[src/rtl/core/ipbl_pkg.sv]
package ipbl_pkg;

  // Host and frame operation codes
  localparam logic [1:0] OP_BYTE   = 2'd0;
  localparam logic [1:0] OP_WRITE  = 2'd1;
  localparam logic [1:0] OP_REMOVE = 2'd2;
  localparam logic [1:0] OP_READ   = 2'd3;

  // Verdict reason codes
  localparam logic [1:0] RSN_OTHER      = 2'd0;
  localparam logic [1:0] RSN_NOT_LISTED = 2'd1;
  localparam logic [1:0] RSN_EXPIRED    = 2'd2;
  localparam logic [1:0] RSN_BLOCKED    = 2'd3;

  // Result kinds
  localparam logic KIND_VERDICT = 1'b0;
  localparam logic KIND_READ    = 1'b1;

  // Frame layout
  localparam logic [15:0] ETHERTYPE_IPV4 = 16'h0800;
  localparam logic [5:0]  MIN_FRAME_LEN  = 6'd34;
  localparam logic [5:0]  ETH_HI_POS     = 6'd12;
  localparam logic [5:0]  ETH_LO_POS     = 6'd13;
  localparam logic [5:0]  SRC_FIRST_POS  = 6'd26;
  localparam logic [5:0]  SRC_LAST_POS   = 6'd29;

  // Lookup token that walks the row of slot cells
  typedef struct packed {
    logic        live;
    logic [1:0]  op;
    logic [5:0]  slot;
    logic [31:0] addr;     // source address, or entry address on a write
    logic [63:0] stamp;    // time of the frame, or expiry on a write
    logic        perm;
    logic        hit;
    logic        expired;
    logic [63:0] count;
  } chain_tok_t;

  // Frame parse outcome at the current byte
  typedef struct packed {
    logic        ipv4_ok;
    logic [31:0] src;
  } parse_t;

  // One result transaction
  typedef struct packed {
    logic        kind;
    logic        drop;
    logic [1:0]  reason;
    logic [63:0] drops;
    logic [63:0] total;
    logic [63:0] passed;
    logic [63:0] expired;
    logic [63:0] dropped;
  } result_t;

endpackage

[src/rtl/core/ipbl_cell.sv]
module ipbl_cell #(
  parameter int unsigned SLOT = 0
) (
  input  logic                   clk,
  input  logic                   rst,
  input  ipbl_pkg::chain_tok_t   tok_in,
  output ipbl_pkg::chain_tok_t   tok_out
);

  logic        valid;
  logic [31:0] addr_q;
  logic        perm_q;
  logic [63:0] exp_q;
  logic [63:0] count_q;

  ipbl_pkg::chain_tok_t nxt;
  logic        sel;
  logic        match;
  logic        late;
  logic [63:0] bump;

  // Compare the passing token against this slot
  always_comb begin
    nxt   = tok_in;
    sel   = (32'(tok_in.slot) == 32'(SLOT));
    match = valid && (addr_q == tok_in.addr) && !tok_in.hit;
    late  = !perm_q && (exp_q != 64'd0) && (tok_in.stamp > exp_q);
    bump  = count_q + 64'd1;
    if (tok_in.live) begin
      case (tok_in.op)
        ipbl_pkg::OP_BYTE: begin
          if (match) begin
            nxt.hit     = 1'b1;
            nxt.expired = late;
            nxt.count   = late ? count_q : bump;
          end
        end
        ipbl_pkg::OP_READ: begin
          if (sel) begin
            nxt.count = count_q;
          end
        end
        default: begin
        end
      endcase
    end
  end

  // Hand the token on and update slot control state
  always_ff @(posedge clk) begin
    if (rst) begin
      valid        <= 1'b0;
      count_q      <= '0;
      tok_out.live <= 1'b0;
    end else begin
      tok_out <= nxt;
      if (tok_in.live) begin
        case (tok_in.op)
          ipbl_pkg::OP_BYTE: begin
            if (match && !late) begin
              count_q <= bump;
            end
          end
          ipbl_pkg::OP_WRITE: begin
            if (sel) begin
              valid   <= 1'b1;
              count_q <= '0;
            end
          end
          ipbl_pkg::OP_REMOVE: begin
            if (sel) begin
              valid <= 1'b0;
            end
          end
          default: begin
          end
        endcase
      end
    end
  end

  // Load the entry on a write
  always_ff @(posedge clk) begin
    if (tok_in.live && (tok_in.op == ipbl_pkg::OP_WRITE) && sel) begin
      addr_q <= tok_in.addr;
      perm_q <= tok_in.perm;
      exp_q  <= tok_in.stamp;
    end
  end

endmodule

[config.mk]
export PLATFORM = sky130hd
export DESIGN_NAME = ipbl_cell
export DESIGN_NICKNAME = d
export VERILOG_FILES = /design/src/rtl/core/ipbl_pkg.sv /design/src/rtl/core/ipbl_cell.sv
export SDC_FILE = /design/constraint.sdc
export NUM_CORES = 1
export LEC_CHECK = 0
export ABC_AREA = 0
export ABC_CLOCK_PERIOD_IN_PS = 8000
export BUFFER_PORTS_ARGS = -buffer_cell sky130_fd_sc_hd__buf_2
export CAP_MARGIN = 25
export CORE_UTILIZATION = 56
export DETAILED_ROUTE_END_ITERATION = 10
export PLACE_DENSITY = 0.87
export SYNTH_ARGS = -nofsm -noshare
export SYNTH_HDL_FRONTEND = slang
export SYNTH_SLANG_ARGS = --single-unit
[constraint.sdc]
create_clock -name clk -period 8 [get_ports clk]
set_clock_uncertainty 0.2 [all_clocks]
set_input_delay 1.6 -clock clk [delete_from_list [all_inputs] [get_ports clk]]
set_output_delay 1.6 -clock clk [all_outputs]
set_load 0.02 [all_outputs]
; After elaboration in Yosys (flattened, before gate mapping)
; Cells that the tools add are included.
[totals]
reg_bits = 334
input_bits = 174
out_inout_bits = 172
wordCells = 52
[op_classes]
n_addsub = 1
magnitude_cmp = 1
n_eq_ne = 7
mux = 12
reduce_logical = 17
[ops]
columns = op, count
row1 = 64-bit two-way mux, 4
row2 = 64-bit case mux with 2 select lines, 2
row3 = 66-bit two-way mux, 2
row4 = 64-bit by 1-bit adder with 64-bit output (second input constant), 1
row5 = 64-bit > comparator, 1
row6 = 64-bit nonzero test, 1
row7 = 32-bit == test, 1
row8 = 4-bit AND reduction, 2
row9 = 1-bit logical AND, 7
row10 = 6-bit logical NOT, 1
row11 = 2-bit inequality test (second input constant), 3
row12 = 2-bit == test (second input constant), 2
row13 = 2-bit nonzero test, 2
row14 = 1-bit logical NOT, 3
row15 = 2-bit by 1-bit == test with 1-bit output (second input constant), 1
row16 = 2-bit logical NOT, 1
row17 = 1-bit two-way mux, 2
row18 = 2-bit two-way mux, 1
row19 = 1-bit case mux with 2 select lines, 1

; Logic depth before layout (Yosys ltp)
[logic_depth]
depth_word = 7
depth_mapped = 13
mapped_depth_nobuf = 11

; Least setup slack after synthesis
; No wires, ideal clock.
[synth_path]
path_kind = input-to-reg
start = input port rst
end = register count_q[16]
setup_time_ns = 0.088
arrival_time_ns = 7.222
required_time_ns = 7.712
path_slack_ns = 0.489
path_stages = 4
n_path_buf = 1
cell_sequence = clkinv_1 -> clkbuf_1 -> o21ai_0 -> nor2_1
[synth_lines]
columns = element, line
row1 = start: declaration, ipbl_cell.sv:5  ; input logic rst,
row2 = end signal: assignment, ipbl_cell.sv:61  ; count_q <= bump;
row3 = end: declaration, ipbl_cell.sv:14  ; logic [63:0] count_q;

; Worst setup path after layout
[layout_path]
start = input port tok_in[118] in the netlist's numbering
end = register count_q[35]
[layout_between]
elab_chain_cells = 6
[layout_rtl]
columns = element, line
row1 = start: declaration, ipbl_cell.sv:6  ; input ipbl_pkg::chain_tok_t tok_in,
row2 = 64-bit > comparator, ipbl_cell.sv:27  ; late = !perm_q && (exp_q != 64'd0) && (tok_in.stamp > exp_q);
row3 = 1-bit logical AND, ipbl_cell.sv:27
row4 = 1-bit logical NOT, ipbl_cell.sv:60  ; if (match && !late) begin
row5 = 1-bit logical AND, ipbl_cell.sv:60
row6 = 2-bit inequality test (no line), --
row7 = 4-bit AND reduction (no line), --
; No other way between the ends.
; A chain may end at the register's enable or synchronous reset.

==> results.py <==
metrics = {
    "status": {
        "status": "complete, no violations",
    },
    "sta": {
        "tightest_slew_ps": 1040,
        "fmax_mhz": 169.4,
        "hold_viol": 0,
        "slew-limit-headroom_pct": 30.03,
        "setup_viol": 0,
        "rsz0062_at_grt": "false",
        "finalSetupTns_ps": 0,
        "slew_violations": 0,
        "fin_crit_ps": 5902,
        "period_share_pct": 73.77,
    },
    "worst_setup_path": {
        "crit_buf_inv": 2,
        "required_ps": 8260,
        "r2r_cells": 12,
        "regToRegSetupSlack_ps": 2810,
        "arrival_ps": 6160,
        "critical_path_class": "input port to flip-flop",
        "crit-reg2reg-launch": "exp_q[51]",
        "cp-start-kind": "input port",
        "slowest_stage": "a21oi_4",
        "path_max_fanout": 35,
        "crit_path_end_kind": "flip-flop",
        "cpPeakStageDelay_ps": 820,
        "cp_top_family": "compound AO/OA/AOI/OAI gates",
        "worstPathCellList": "buf_2 -> ha_1 -> nand4_1 -> nor4_1 -> nand3_1 -> or4_1 -> a2bb2oi_1 -> a21oi_4 -> buf_4 -> a21o_1 -> o21ai_0 -> a21oi_1",
        "r2r-end": "count_q[35]",
    },
    "floorplan": {
        "die_w_um": 176.5,
        "fp.dieH_um": 176.5,
        "start_util_pct": 57.21,
        "coreArea_sq_mm": 0.02980,
        "die-area_sq_mm": 0.03114,
        "num_io_pins": 346,
        "rows": 63,
    },
    "clocking": {
        "cts_tree": "built",
        "clock_path_buffers": 3,
        "clkSinkCount": 334,
        "cts_root_buffer": "clkbuf_16",
        "cts_resized": 0,
        "cts-htree-levels": 2,
        "ctsHoldBuffers": 0,
        "path_clk_slew_ps": 60,
        "clock_latency_ps": 560,
        "cts_inserted_buffers": 37,
        "cts_setup_buffers": 0,
    },
    "global_route": {
        "grt.overflow.total": 0,
        "grt_pass1_vias": 14540,
        "grt_util_met3_pct": 6.438,
        "track_usage_pct": 32.00,
        "met2_usage_pct": 53.26,
        "grt_pass1_wl_um": 78150,
        "grt_use_met1_pct": 40.94,
        "antenna_found_initial": 7,
        "grt_max_degree": 74,
        "grt_busiest_layer": "met2",
    },
    "drt": {
        "drt_iter0_drc": 1733,
        "antenna_left": 0,
        "via_count": 15090,
        "wire_per_inst_um": 21.23,
        "drt-total-wl_um": 50550,
        "via_per_inst": 6.337,
        "drc": 0,
        "drt_first_pass_iters": 8,
    },
    "finish": {
        "fin_cells": 2381,
        "layout.nets": 2196,
        "area_delta_synth_final_pct": 19.27,
        "finish.utilization_pct": 68.23,
        "drive_above_1_share_pct": 22.10,
    },
    "power_and_ir_drop": {
        "swShare_pct": 25.27,
        "powerDensity_mw_per_mm2": 204.9,
        "p_switching_mw": 1.053,
        "p_clk_share_pct": 41.7,
        "total_leakage_power_nw": 7.744,
        "seqPwrFrac_pct": 47.6,
        "internal-power_mw": 3.113,
        "total_power_mw": 4.166,
        "p_comb_share_pct": 10.7,
        "irDropWorstVdd_mv": 0.1988,
    },
    "logic_synthesis": {
        "async_flop_share_pct": 0,
        "synth_edf_count": 268,
        "syn_area_per_cell_sq_um": 10.29,
        "yosysTopAreaCellShare_pct": 47.21,
        "ys_seq_area_share_pct": 54.96,
        "synth.most_common_cell": "edfxtp_1",
        "synthTopCellsByCount": "edfxtp_1 (268), nand2_1 (195), o21ai_0 (122)",
        "ys_ff_latch": 334,
        "synthFlopType": "edfxtp_1",
        "netlist-cell-type-count": 62,
        "yosysTopAreaCell": "edfxtp_1",
        "ys_warn_count": 0,
        "synthesis.area_sq_mm": 0.01705,
        "syn-num-nets": 1900,
        "synthCells": 1657,
        "synthTopCellsByArea": "edfxtp_1 (47%), dfxtp_1 (7.8%), ha_1 (5.1%), nand2_1 (4.3%), o21ai_0 (3.6%)",
    },
    "worst_hold_path": {
        "worstHoldEndpoint": "valid",
        "min_from": "valid",
        "hold_path_class": "flip-flop to flip-flop",
        "holdPathStages": 2,
    },
    "place": {
        "gp_congestion": 0.9305,
        "post-dp-hpwl_um": 33910,
        "io_buffers": 345,
        "place_inst": 2304,
    },
    "flow_run": {
        "maxCapViolations": 0,
    },
}
==> state kept, by name, indices dropped and copies added, names as in the netlist <==
name,count
addr_q,32
count_q,64
exp_q,64
perm_q,1
tok_out,172
valid,1
==> layer usage <==
metal | part of all wire [%] | wire length (um) | up-vias
met5 | 0 | 0 | -
met4 | 3.5 | 1779 | 0
met3 | 10 | 5207 | 166
met2 | 48 | 24090 | 950
met1 | 39 | 19480 | 7205
li1 | - | - | 6768
==> power groups by stage <==
stage                     logic [mW]  clock network, mW  registers (mW)
after floorplan                0.133                  0            2.13
after global placement         0.416                  0            2.02
after detailed placement       0.435                  0            2.02
after CTS                      0.440               1.74            1.99
after global routing           0.474               1.80            1.99
final                          0.445               1.74            1.99
==> how the worst max path moves through the flow <==
stage | slack, ps | from | cells past startpoint | endpoint
4_1_cts | 2290 | tok_in[118] | 12 | count_q[35]
6_report | 2100 | tok_in[118] | 12 | count_q[35]
5_1_grt | 1880 | tok_in[118] | 12 | count_q[12]
3_5_place_dp | 1750 | tok_in[118] | 12 | count_q[35]
2_1_floorplan | 490 | rst | 4 | count_q[16]
3_3_place_gp | 1940 | tok_in[118] | 12 | count_q[7]
==> layout make-up <==
| type | count | area, sq um |
|---|---|---|
| Antenna cell | 9 | 22.52 |
| Timing Repair Buffer | 363 | 1907 |
| Clock buffer | 46 | 969.7 |
| Inverter | 79 | 301.5 |
| Fill cell | 2178 | 9465 |
| Sequential cell | 334 | 9369 |
| Tap cell | 390 | 488.0 |
| Clock inverter | 22 | 267.8 |
| Multi-Input combinational cell | 1138 | 7005 |
==> cell usage in the layout, fill, tap and decap left out, types with 4 or more instances in the layout <==
master	n
buf_2	345
edfxtp_1	268
nand2_1	194
o21ai_0	122
nor2_1	108
a21oi_1	96
nand3_1	92
inv_1	78
a22oi_1	69
ha_1	68
xnor2_1	66
dfxtp_1	66
clkbuf_16	37
nand4_1	33
nor3_1	31
nor4_1	31
xor2_1	22
or3_1	20
a311oi_1	16
buf_4	15
a31oi_1	14
or4_1	13
nor2b_1	11
and4_1	10
and3_1	10
diode_2	9
and2_1	9
a211oi_1	9
a22o_1	8
clkbuf_1	8
a211o_1	7
clkinv_1	7
or2_2	6
o31ai_1	6
a41oi_1	6
nand2b_1	5
o211ai_1	4
o2111ai_1	4
bufinv_16	4
==> through the flow <==
stage / instance area [sq um] / hold slack [ps] / worst slack (ps)
final: 20330 / 325.1 / 2098
after global routing: 20320 / 342.8 / 1881
after CTS: 20310 / 320.2 / 2292
after detailed placement: 19070 / 312.1 / 1746
after global placement: 19000 / 299.1 / 1940
after floorplan: 17050 / 279.7 / 489.3
==> cells by family (layout without fill, tap and decap cells) <==
group | after synthesis | after routing | synth area share, %
AO/OA/AOI/OAI | 385 | 385 | 14.11
XOR/XNOR | 88 | 88 | 4.521
adder cells (fa/ha/maj) | 69 | 69 | 5.065
buffers and inverters | 185 | 510 | 4.147
flip-flops | 334 | 334 | 54.96
multiplexers | 3 | 3 | 0.1835
other | 0 | 9 | 0
AND/OR/NAND/NOR | 593 | 593 | 17.01
==> worst min-delay path: cells and delay by family, from the launching register on <==
family | cells | cell delay, ps
AOI/OAI and AO/OA | 1 | 50
DFF | 1 | 320
and+or+nand+nor | 1 | 100
No activity file was read; power rests on OpenSTA's default activity.
