### config.mk
export PLATFORM = sky130hd
export DESIGN_NAME = ipbl_parse
export DESIGN_NICKNAME = d
export VERILOG_FILES = /design/src/rtl/core/ipbl_pkg.sv /design/src/rtl/core/ipbl_parse.sv
export SDC_FILE = /design/constraint.sdc
export NUM_CORES = 1
export LEC_CHECK = 0
export BUFFER_PORTS_ARGS = -buffer_cell sky130_fd_sc_hd__clkbuf_2
export CORE_MARGIN = 5
export CORE_UTILIZATION = 53
export DETAILED_ROUTE_END_ITERATION = 10
export PLACE_DENSITY = 0.79
export SLEW_MARGIN = 20
export SYNTH_ARGS = -nofsm -noshare
export SYNTH_HDL_FRONTEND = slang
export SYNTH_SLANG_ARGS = --single-unit
### constraint.sdc
create_clock -name clk -period 2.6 [get_ports clk]
set_input_delay 0.13 -clock clk [delete_from_list [all_inputs] [get_ports clk]]
set_output_delay 0.13 -clock clk [all_outputs]
set_load 0.005 [all_outputs]
### src/rtl/core/ipbl_pkg.sv
package ipbl_pkg;

  // Host and frame operation codes
  localparam logic [1:0] OP_BYTE   = 2'd0;
  localparam logic [1:0] OP_WRITE  = 2'd1;
  localparam logic [1:0] OP_REMOVE = 2'd2;
  localparam logic [1:0] OP_READ   = 2'd3;

  // Verdict reason codes
  localparam logic [1:0] RSN_OTHER      = 2'd0;
  localparam logic [1:0] RSN_NOT_LISTED = 2'd1;
  localparam logic [1:0] RSN_EXPIRED    = 2'd2;
  localparam logic [1:0] RSN_BLOCKED    = 2'd3;

  // Result kinds
  localparam logic KIND_VERDICT = 1'b0;
  localparam logic KIND_READ    = 1'b1;

  // Frame layout
  localparam logic [15:0] ETHERTYPE_IPV4 = 16'h0800;
  localparam logic [5:0]  MIN_FRAME_LEN  = 6'd34;
  localparam logic [5:0]  ETH_HI_POS     = 6'd12;
  localparam logic [5:0]  ETH_LO_POS     = 6'd13;
  localparam logic [5:0]  SRC_FIRST_POS  = 6'd26;
  localparam logic [5:0]  SRC_LAST_POS   = 6'd29;

  // Lookup token that walks the row of slot cells
  typedef struct packed {
    logic        live;
    logic [1:0]  op;
    logic [5:0]  slot;
    logic [31:0] addr;     // source address, or entry address on a write
    logic [63:0] stamp;    // time of the frame, or expiry on a write
    logic        perm;
    logic        hit;
    logic        expired;
    logic [63:0] count;
  } chain_tok_t;

  // Frame parse outcome at the current byte
  typedef struct packed {
    logic        ipv4_ok;
    logic [31:0] src;
  } parse_t;

  // One result transaction
  typedef struct packed {
    logic        kind;
    logic        drop;
    logic [1:0]  reason;
    logic [63:0] drops;
    logic [63:0] total;
    logic [63:0] passed;
    logic [63:0] expired;
    logic [63:0] dropped;
  } result_t;

endpackage

### src/rtl/core/ipbl_parse.sv
module ipbl_parse (
  input  logic               clk,
  input  logic               rst,
  input  logic               byte_en,
  input  logic [7:0]         data_byte,
  input  logic               end_of_packet,
  output ipbl_pkg::parse_t   prs
);

  logic [5:0]  pos;
  logic        eth_ok;
  logic [31:0] src;
  logic [5:0]  pos_next;
  logic        eth_ok_next;
  logic [31:0] src_next;

  // Fold the current byte into the parse state
  always_comb begin
    eth_ok_next = eth_ok;
    src_next    = src;
    if (pos == ipbl_pkg::ETH_HI_POS) begin
      eth_ok_next = (data_byte == ipbl_pkg::ETHERTYPE_IPV4[15:8]);
    end else if (pos == ipbl_pkg::ETH_LO_POS) begin
      eth_ok_next = eth_ok && (data_byte == ipbl_pkg::ETHERTYPE_IPV4[7:0]);
    end else if (pos >= ipbl_pkg::SRC_FIRST_POS && pos <= ipbl_pkg::SRC_LAST_POS) begin
      src_next = {src[23:0], data_byte};
    end
    pos_next = (pos < ipbl_pkg::MIN_FRAME_LEN) ? pos + 6'd1 : pos;
  end

  assign prs.ipv4_ok = (pos_next == ipbl_pkg::MIN_FRAME_LEN) && eth_ok_next;
  assign prs.src     = src_next;

  // Advance on each byte, clear at frame end
  always_ff @(posedge clk) begin
    if (rst) begin
      pos    <= '0;
      eth_ok <= 1'b0;
      src    <= '0;
    end else if (byte_en) begin
      if (end_of_packet) begin
        pos    <= '0;
        eth_ok <= 1'b0;
        src    <= '0;
      end else begin
        pos    <= pos_next;
        eth_ok <= eth_ok_next;
        src    <= src_next;
      end
    end
  end

endmodule

# Yosys cells after proc, flatten, opt, wreduce, memory -nomap -nowiden
# Index checks and enable logic that the tools add are counted.
[word_totals]
reg_bits = 39
out_inout_bits = 33
[classes]
add_sub_neg = 1
magnitude_cmp = 3
eq_ne = 4
n_mux = 9
reduce_logical = 4
[op_table]
columns = ["operator", "count"]
rows = [
  ["32-bit 2-to-1 mux", 4],
  ["6-bit by 4-bit == test with 1-bit output (second input constant)", 2],
  ["6-bit 2-to-1 mux", 2],
  ["8-bit by 4-bit == test with 1-bit output (second input constant)", 1],
  ["8-bit zero test", 1],
  ["6-bit by 1-bit adder with 6-bit output (second input constant)", 1],
  ["6-bit == test (second input constant)", 1],
  ["6-bit by 5-bit >= comparator with 1-bit output (second input constant)", 1],
  ["6-bit by 5-bit less-or-equal comparator with 1-bit output (second input constant)", 1],
  ["6-bit < comparator (second input constant)", 1],
  ["1-bit logical AND", 3],
  ["1-bit 2-to-1 mux", 3],
]

# Logic depth before layout (Yosys ltp)
# Gate-level depths: netlist (run 1).
[logic_depth]
word_depth = 6
mapped_depth = 7

# Worst setup path before layout (run 1)
# OpenSTA, ideal clock, no wires.
[synth_path]
kind = "register to register"
from = "register pos[1]"
to = "register src[24]"
setup_ns = 0.059
t_arrival_ns = 1.850
slack_ns = 0.691
stages_incl_launch_ff = 8
path_buffers = 1
cell_sequence = "dfxtp_1 inv_1 ha_1 nor3b_1 o41ai_1 a21oi_1 buf_2 a22o_1"
[synth_via]
elab_chain_cells = 6
[synth_lines]
columns = ["item", "line", "rtl"]
rows = [
  ["start: declaration", "ipbl_parse.sv:10", "logic [5:0] pos;"],
  ["start signal: assignment", "ipbl_parse.sv:46", "pos <= pos_next;"],
  ["6-bit by 5-bit >= comparator with 1-bit output or 6-bit by 5-bit less-or-equal comparator with 1-bit output (tied branches)", "ipbl_parse.sv:25", "end else if (pos >= ipbl_pkg::SRC_FIRST_POS && pos <= ipbl_pkg::SRC_LAST_POS) begin"],
  ["1-bit logical AND", "ipbl_parse.sv:25", ""],
  ["32-bit 2-to-1 mux", "ipbl_parse.sv:25", ""],
  ["32-bit 2-to-1 mux", "ipbl_parse.sv:23", "end else if (pos == ipbl_pkg::ETH_LO_POS) begin"],
  ["32-bit 2-to-1 mux (*)", "ipbl_parse.sv:21", "if (pos == ipbl_pkg::ETH_HI_POS) begin"],
  ["32-bit 2-to-1 mux (*)", "ipbl_parse.sv:41", "if (end_of_packet) begin"],
  ["end signal: assignment", "ipbl_parse.sv:48", "src <= src_next;"],
  ["end: declaration", "ipbl_parse.sv:12", "logic [31:0] src;"],
]
# Every way passes the cells marked *; elsewhere a longest branch is shown, timed or not.
# A chain may end at the register's enable or synchronous reset.

==> results.md, run 1 <==
* Warnings, synthesis at 0
* Residual DRC at 0
* Die area at about 5000 µm²
* WL final at 4310 µm
* Min Clock Period, post-route at approximately 2400 ps
* HPWL Detailed at 3060 µm
* Area Overhead vs Synth at 19.8%
* Mapped cell area at a little under 2000 µm²
* Actual slew at the worst max-slew pin at ~500 ps
* Post-DRT Antenna Nets at 0
* Worst skew pair latency at around 280 ps
* Global route overflow at 0
* Worst Path Required at around 2500 ps
* CP Max Fanout at 32
* Starting density of the core at 0.543
* Commonest non-fill, non-tap cell in the layout: clkbuf_2
* Die X at 71.0 µm
* Mean Syn Cell Area at 10.8 µm²
* Commonest cells after routing, fill and taps aside: clkbuf_2, dfxtp_1, mux2_2, a22o_1
* # nets final at ~240
* Syn Nets at 200
* Critical path startpoint category: flop
* H-tree levels at 2
* Final Max Tran Viols at 0
* Post-synth cell types at 40
* Sequential fraction of the synthesis area at 0.395
* Sink Count at 39
* Via Count at 1,601
* DR WL/cell at ~16 µm
* CTS tree: built
* Max Fclk at roughly 420 MHz
* Leakage power at about 0.0010 µW
* First-pass GRT wire length at ~7300 µm
* Max_cap viols at 0
* Vias per inst at ~5.8
* Final period utilization at 0.913
* Antenna cell count at 0
* Cts bufs inserted at 5
* Bufs on Longest Clock Path at 2
* # setup viols final at 0
* Drt first pass iters at 4
* Number of global-route vias before repair at 1,502
* Seq cells post-synth at 39
* Outcome: finished, final reports clean
* Syn Inst Count at about 180
* Final hold viol count at 0
* CTS clk-pin slew, worst paths at ~70 ps
* Worst setup EP type: output port
* Largest cells by area after synthesis: dfxtp_1, mux2_2, a22o_1
* Largest net degree at the start of global routing at 33
* Top-Level Pins at between 40 and 50
* Clk_skew at 4.42 ps
* Iter 0 DRT Violations at 136
* Setup Buffers After CTS at 0
* Slew HR at 0.669
* Fin util at 0.651
* Maximum VDD drop at about 0.00042 V
* Num rows at 22
* Die Y at approximately 71 µm
* PwrDens at 494 nW/µm²
* Initial antenna violation count at 0
* Critical path type: reg -> out
* RSZ-0062 raised after global routing: false
* Type of the tightest min-delay check: in -> reg
* IO Port Bufs at 44
* Worst Path Arrival at approximately 2200 ps
* Yosys top cell by area: dfxtp_1
* Gp weighted congestion at between 0.8 and 0.9
* Share of post-route cells with drive strength above 1 at 0.425
* Core area at 3630 µm²
* Total Routing Usage GR at 0.178
* Setup tns final at 0 ps
* Clock Root Buffer: clkbuf_8
* Synth top area share at 0.395
metrics by stage:
step / total power, µW / hold WS (ps) / setup WS, ps / std cells / area (µm²)
after floorplan: 645 / 246 / 691 / 183 / 1970
after global placement: 667 / 373 / 248 / 265 / 2220
after detailed placement: 668 / 375 / 253 / 265 / 2220
after CTS: 1180 / 77.6 / 64.4 / 273 / 2340
after global routing: 1220 / 87.8 / 62.7 / 274 / 2370
final: 1170 / 83.8 / 226 / 274 / 2370
final timing paths:
kind	startpoint	to	slack, ps	depth (start not counted)
setup / recovery	pos[1]$_SDFFE_PP0P_	prs[24]	230	6
hold / removal	data_byte[2]	src[2]$_SDFFE_PP0P_	80	2
setup reg to reg	pos[1]$_SDFFE_PP0P_	src[18]$_SDFFE_PP0P_	500	6
hold reg to reg	src[27]$_SDFFE_PP0P_	src[27]$_SDFFE_PP0P_	480	1
timing repair:
item,in CTS,in global routing
gates resized for setup,0,3
hold buffers,0,0
endpoints found under the setup margin,0,32
final cells by class:
class | instances | area (µm²)
clock buffer | 6 | 82.6
clock inverter | 2 | 35.0
fill | 316 | 1270
inverter | 3 | 11.3
multi-input combinational | 126 | 1120
sequential | 39 | 781
tap | 48 | 60.1
timing repair buffer | 50 | 273
report_power, final:
group / leakage (µW) / internal, µW / switching (µW)
sequential: 0.000314 / 598 / 3.34
combinational: 0.000671 / 18.8 / 34.9
clock: 0.0000612 / 310 / 203
state kept, by name, summed over array words and instances (netlist names):
signal / flops
src: 32
pos: 6
eth_ok: 1
routing by layer:
metal | up-vias | GRT usage | share of wire
met4 | 0 | 0.0376 | 0.0028
met3 | 2 | 0.0526 | 0.051
li1 | 785 | - | -
met5 | - | 0 | 0
met1 | 772 | 0.242 | 0.46
met2 | 42 | 0.280 | 0.49
kinds of logic (layout without fill, tap and decap cells):
group / Yosys count / after routing / share of synthesized area
adder cells (fa/ha/maj): 5 / 5 / 0.0317
flip-flops: 39 / 39 / 0.395
multiplexers: 32 / 32 / 0.183
buffers and inverters: 18 / 61 / 0.0456
XOR/XNOR: 1 / 1 / 0.00444
AND/OR/NAND/NOR: 32 / 32 / 0.105
AO/OA/AOI/OAI: 56 / 56 / 0.235
cell usage after synthesis:
cell / count
a2111oi_0: 1
a211oi_1: 1
a21o_1: 1
a21oi_1: 3
a22o_1: 32
a22oi_1: 3
a2bb2oi_1: 1
a31oi_1: 2
a32o_1: 1
and3_1: 1
and4b_1: 2
buf_2: 9
buf_4: 3
clkbuf_1: 3
dfxtp_1: 39
ha_1: 5
inv_1: 3
mux2_2: 32
nand2_1: 4
nand2b_1: 3
nand3_1: 1
nand3b_1: 2
nand4_1: 1
nor2_1: 6
nor2b_1: 4
nor3_1: 2
nor3b_1: 1
nor3b_2: 1
nor4_1: 1
nor4_4: 1
nor4bb_1: 1
o211ai_1: 1
o21ai_0: 5
o22a_1: 1
o22ai_1: 1
o31ai_1: 1
o41ai_1: 1
o41ai_4: 1
or3_1: 1
xnor2_1: 1
critical path, stage by stage (launching register included):
cell	delay [ps]
dfxtp_1	520
ha_1	230
nor3_2	60
nor4_4	310
buf_6	320
mux2_2	380
clkbuf_2	110
Power figures use the tool's default switching activity.
==> inputs of run 2 (changes only) <==
--- a/config.mk
+++ b/config.mk
@@ -9,8 +9,7 @@
 export CORE_MARGIN = 5
 export CORE_UTILIZATION = 53
 export DETAILED_ROUTE_END_ITERATION = 10
-export PLACE_DENSITY = 0.79
-export SLEW_MARGIN = 20
+export PLACE_DENSITY = 0.86
 export SYNTH_ARGS = -nofsm -noshare
 export SYNTH_HDL_FRONTEND = slang
 export SYNTH_SLANG_ARGS = --single-unit
==> run 2 against run 1 <==
Count of clock-buffer cells in the layout fell by 1. Non-clock buffer count fell by 3. Clock skew rose by 3.8 ps. Routed wire length fell by 1.0%. Maximum frequency fell by 1.8%. Total power fell by 1.9%. Sequential share of layout area rose by 0.57 points. Cell count fell by 1.1%. Sequential cell count did not move. Utilization fell by 1.1 points. Largest cell class unchanged.
==> results.md, run 2 (same netlist as run 1, synthesis figures left out) <==
* Share of post-route cells with drive strength above 1 at 0.413
* CTS tree: built
* Critical path buffers and inverters at 2
* Vias per inst at approximately 6
* Final hold viol count at 0
* Worst slack, placed at between 200 and 300 ps
* Die Y at between 70 and 80 µm
* Post-DRT Antenna Nets at 0
* Top Registers: src: 32 flops, pos: 6 flops, eth_ok: 1 flops
* Worst Path Required at roughly 2500 ps
* IO Port Bufs at 44
* Clk_skew at around 8 ps
* HPWL Detailed at ~3000 µm
* Actual slew at the worst max-slew pin at between 1000 and 1500 ps
* Antenna cell count at 0
* First-pass GRT wire length at 7280 µm
* Total Routing Usage GR at 0.178
* # nets final at 239
* Bufs on Longest Clock Path at 2
* CP Max Fanout at 32
* Residual DRC at 0
* Placed Cells at between 200 and 300
* Worst skew pair latency at a little under 300 ps
* DR WL/cell at approximately 16 µm
* Max_cap viols at 0
* H-tree levels at 2
* Final period utilization at 0.930
* Sink Count at 39
* WL met1 at 1970 µm
* Top Layer Used: met4
* Num rows at 22
* Drt first pass iters at 4
* Maximum VDD drop at 0.000264 V
* Critical path type: reg -> out
* Max Fclk at between 400 and 500 MHz
* Global route overflow at 0
* Area after DPL at ~2200 µm²
* # setup viols final at 0
* Core area at between 3000 and 4000 µm²
* PwrDens at 493 nW/µm²
* Clock Root Buffer: clkbuf_8
* RSZ-0062 raised after global routing: false
* Initial antenna violation count at 0
* CTS clk-pin slew, worst paths at roughly 80 ps
* Max reg flops at 32
* Leakage power at around 0.001 µW
* Number of global-route vias before repair at around 1.5k
* Type of the tightest min-delay check: in -> reg
* Largest net degree at the start of global routing at 33
* Gp weighted congestion at 0.875
* Commonest cells after routing, fill and taps aside: clkbuf_2, dfxtp_1, mux2_2, a22o_1, nor2_1
* Area Overhead vs Synth at 17.8%
* Worst Path Arrival at ~2300 ps
* Cts bufs inserted at 5
* Setup tns final at 0 ps
* Slowest cell delay on critical path at approximately 520 ps
* Top-Level Pins at between 40 and 50
* Setup ws final at approximately 180 ps
* Hold_buf cts at 0
* Min Clock Period, post-route at between 2000 and 2500 ps
* Die area at 5050 µm²
* Die X at between 70 and 80 µm
* Via Count at about 1.6k
* Iter 0 DRT Violations at around 110
* Final Max Tran Viols at 0
* Design Area, Final at about 2300 µm²
* Slowest CP cell: dfxtp_1
* Critical path startpoint category: flop
* Starting density of the core at 0.543
* Slew HR at 0.231
* Outcome: finished, final reports clean
* Fin util at 0.640
* Final non-filler cell total at around 270
* Met3 WL at ~190 µm
* Commonest non-fill, non-tap cell in the layout: clkbuf_2
* Worst setup EP type: output port
* WL final at around 4300 µm
* Crit-path cells: ha_1 > nor3_1 > nor4_4 > buf_4 > mux2_2 > clkbuf_2
* Biggest register: src
* Crit-path leading delay family: flip-flops
* Routed met2 length at roughly 2000 µm
==> run 2: final cells by class <==
cell class	count	area (µm²)
clock buffer	5	68.8
inverter	3	11.3
multi-input combinational	126	1120
sequential	39	781
fill	312	1310
clock inverter	3	43.8
timing repair buffer	47	243
tap	48	60.1
==> run 2: power by group <==
group | total (µW) | internal (µW) | switching [µW]
Clock | 493 | 285 | 207
Combinational | 52.3 | 17.4 | 34.9
Sequential | 602 | 598 | 3.22
==> run 2: worst paths after layout <==
kind | start | to | slack [ps] | cells after the start
setup / recovery | pos[1]$_SDFFE_PP0P_ | prs[11] | 180 | 6
hold / removal | data_byte[1] | src[1]$_SDFFE_PP0P_ | 90 | 2
setup reg to reg | pos[1]$_SDFFE_PP0P_ | src[24]$_SDFFE_PP0P_ | 230 | 5
hold reg to reg | src[26]$_SDFFE_PP0P_ | src[26]$_SDFFE_PP0P_ | 480 | 1
==> run 2: what timing repair did <==
item / 4_1_cts / 5_1_grt
resized for setup: 0 / 1
buffers inserted: 0 / 0
setup endpoints to repair: 0 / 32
endpoints found under the hold margin: 0 / 0
==> run 2: per-stage QoR <==
step	total power, µW	hold slack [ps]
after floorplan	645	246
after global placement	665	372
after detailed placement	666	376
after CTS	1160	75.8
after global routing	1190	82.8
final	1150	85.6
==> run 2: per-layer routing <==
layer / global-route usage / up-vias
met2: 0.269 / 43
met5: 0 / -
li1: - / 787
met4: 0.0814 / 0
met3: 0.0426 / 8
met1: 0.240 / 759
==> inputs of run 3 (changes only) <==
--- a/config.mk
+++ b/config.mk
@@ -9,6 +9,7 @@
 export CORE_MARGIN = 5
 export CORE_UTILIZATION = 53
 export DETAILED_ROUTE_END_ITERATION = 10
+export MAX_ROUTING_LAYER = met4
 export PLACE_DENSITY = 0.86
 export SYNTH_ARGS = -nofsm -noshare
 export SYNTH_HDL_FRONTEND = slang
==> run 3 against run 2 <==
Worst hold slack worse by 2.4 ps. Total power is 0.28% higher. Register-to-register slack better by 30 ps. Via count is 0.25% higher. Cell count stayed put. Count of clock-buffer cells in the layout stayed put. Critical path depth is 1 higher. Routed wire length is 0.56% higher. First-iteration DRC count is 4.5% higher. Sequential cell count stayed put. Critical endpoint unchanged. Largest cell class unchanged.
==> results.md, run 3 (same netlist as run 1, synthesis figures left out) <==
* Psw at approximately 250 µW
* Worst Path Required at about 2500 ps
* Min Clock Period, post-route at between 2000 and 2500 ps
* Vias per inst at roughly 6
* Type of the tightest min-delay check: in -> reg
* # nets final at 239
* Met1 usage at 0.242
* Setup tns final at 0 ps
* Antenna cell count at 0
* Biggest register: src
* RSZ-0062 raised after global routing: false
* Global route overflow at 0
* Commonest cells after routing, fill and taps aside: clkbuf_2, dfxtp_1, mux2_2, a22o_1, nor2_1
* Maximum VDD drop at 0.000267 V
* PwrDens at 494 nW/µm²
* Worst Path Arrival at between 2000 and 2500 ps
* Critical path startpoint category: flop
* Total Routing Usage GR at 0.184
* Share of post-route cells with drive strength above 1 at 0.417
* H-tree levels at 2
* Actual slew at the worst max-slew pin at about 1100 ps
* Met3 usage at 0.0398
* Largest net degree at the start of global routing at 33
* Die area at 5050 µm²
* Top Registers: src: 32 flops, pos: 6 flops, eth_ok: 1 flops
* Worst skew pair latency at around 290 ps
* Sink Count at 39
* Reg2reg path depth at 6
* Worst Setup SP: pos[0]$_SDFFE_PP0P_
* Outcome: finished, final reports clean
* IO Port Bufs at 44
* Clock Root Buffer: clkbuf_8
* Worst Setup EP: prs[11]
* Gp weighted congestion at slightly below 0.9
* Met2 Use GR at 0.269
* Iter 0 DRT Violations at around 120
* Reg2Reg Launch Point: pos[0]$_SDFFE_PP0P_
* Max_cap viols at 0
* Commonest non-fill, non-tap cell in the layout: clkbuf_2
* Area Overhead vs Synth at 17.9%
* Reg2reg end: src[24]$_SDFFE_PP0P_
* Filler cell count at roughly 310
* Pwr Total at between 1000 and 1500 µW
* Clock power frac at 0.431
* Cts bufs inserted at 5
* Bufs on Longest Clock Path at 2
* Number of global-route vias before repair at approximately 1.5k
* # setup viols final at 0
* Clk_skew at approximately 9.9 ps
* Logic pwr share at 0.046
* Top-Level Pins at 45
* Final Max Tran Viols at 0
* CP Max Fanout at 32
* Drt first pass iters at 4
* FF-to-FF setup slack at between 200 and 300 ps
* CTS tree: built
* Via Count at ~1.6k
* Die X at about 71 µm
* Final period utilization at 0.931
* Worst setup EP type: output port
* Worst hold slack at roughly 83 ps
* GRT Max-Usage Layer: met2
* Slew HR at 0.247
* WL final at ~4300 µm
* Initial antenna violation count at 0
* Cell internal pwr at around 900 µW
* Setup Buffers After CTS at 0
* Residual DRC at 0
* First-pass GRT wire length at ~7300 µm
* Die Y at 71.0 µm
* Max Fclk at 413 MHz
* Num rows at 22
* Worst slack, placed at between 200 and 300 ps
* Starting density of the core at 0.543
* Setup ws final at 179 ps
* Leakage power at slightly above 0.001 µW
* Sw Share at 0.216
* DR WL/cell at between 15 and 20 µm
* Critical path type: reg -> out
* Max reg flops at 32
* Post-DRT Antenna Nets at 0
* HPWL Detailed at 2990 µm
* Final hold viol count at 0
* Sequential share of power at 0.523
* CTS clk-pin slew, worst paths at around 80 ps
* Core area at between 3000 and 4000 µm²
run 3: cell counts in the layout (fill, tap and decap cells not counted):
Identical to the previous run, type by type.
run 3: worst min path at each step:
stage	from	to	slack (ps)	cells past startpoint
after floorplan	end_of_packet	pos[5]$_SDFFE_PP0P_	250	1
after global placement	data_byte[7]	src[7]$_SDFFE_PP0P_	370	2
after detailed placement	data_byte[4]	src[4]$_SDFFE_PP0P_	380	2
after CTS	data_byte[4]	src[4]$_SDFFE_PP0P_	80	2
after global routing	data_byte[5]	src[5]$_SDFFE_PP0P_	80	2
final	data_byte[4]	src[4]$_SDFFE_PP0P_	80	2
run 3: layout make-up:
| class | count | area, µm² | area share |
|---|---|---|---|
| timing repair buffer | 47 | 243 | 0.104 |
| clock buffer | 5 | 68.8 | 0.0296 |
| sequential | 39 | 782 | 0.336 |
| multi-input combinational | 126 | 1120 | 0.481 |
| inverter | 3 | 11.3 | 0.00484 |
| tap | 48 | 60.1 | 0.0258 |
| clock inverter | 3 | 43.8 | 0.0188 |
run 3: stage by stage:
stage | instances | utilization | cell area [µm²]
after floorplan | 183 | - | 1970
after global placement | 263 | 0.608 | 2210
after detailed placement | 263 | 0.608 | 2210
after CTS | 271 | 0.639 | 2320
after global routing | 271 | 0.640 | 2330
final | 271 | 0.640 | 2330
run 3: timing repair:
action	4_1_cts	5_1_grt
endpoints found under the setup margin	0	33
resized for setup	0	2
hold buffers	0	0
run 3: power by group through the flow:
stage          clock, µW  combinational (µW)  sequential (µW)
3_5_place_dp           0                50.6              615
3_3_place_gp           0                50.0              615
2_1_floorplan          0                30.1              615
4_1_cts              505                50.8              601
5_1_grt              532                58.4              602
6_report             495                52.9              602
run 3: routing by layer:
layer / vias to the layer above / routed length, µm
met4: 0 / 77
met3: 8 / 176
met2: 48 / 2020
met5: - / 0
met1: 760 / 2010
li1: 785 / -
run 3: critical path: stages (launching register included):
cell and delay, ps:
dfxtp_1 460, inv_1 160, ha_1 220, nor3_1 340
nor4_4 90, buf_4 280, mux2_2 330, clkbuf_2 120
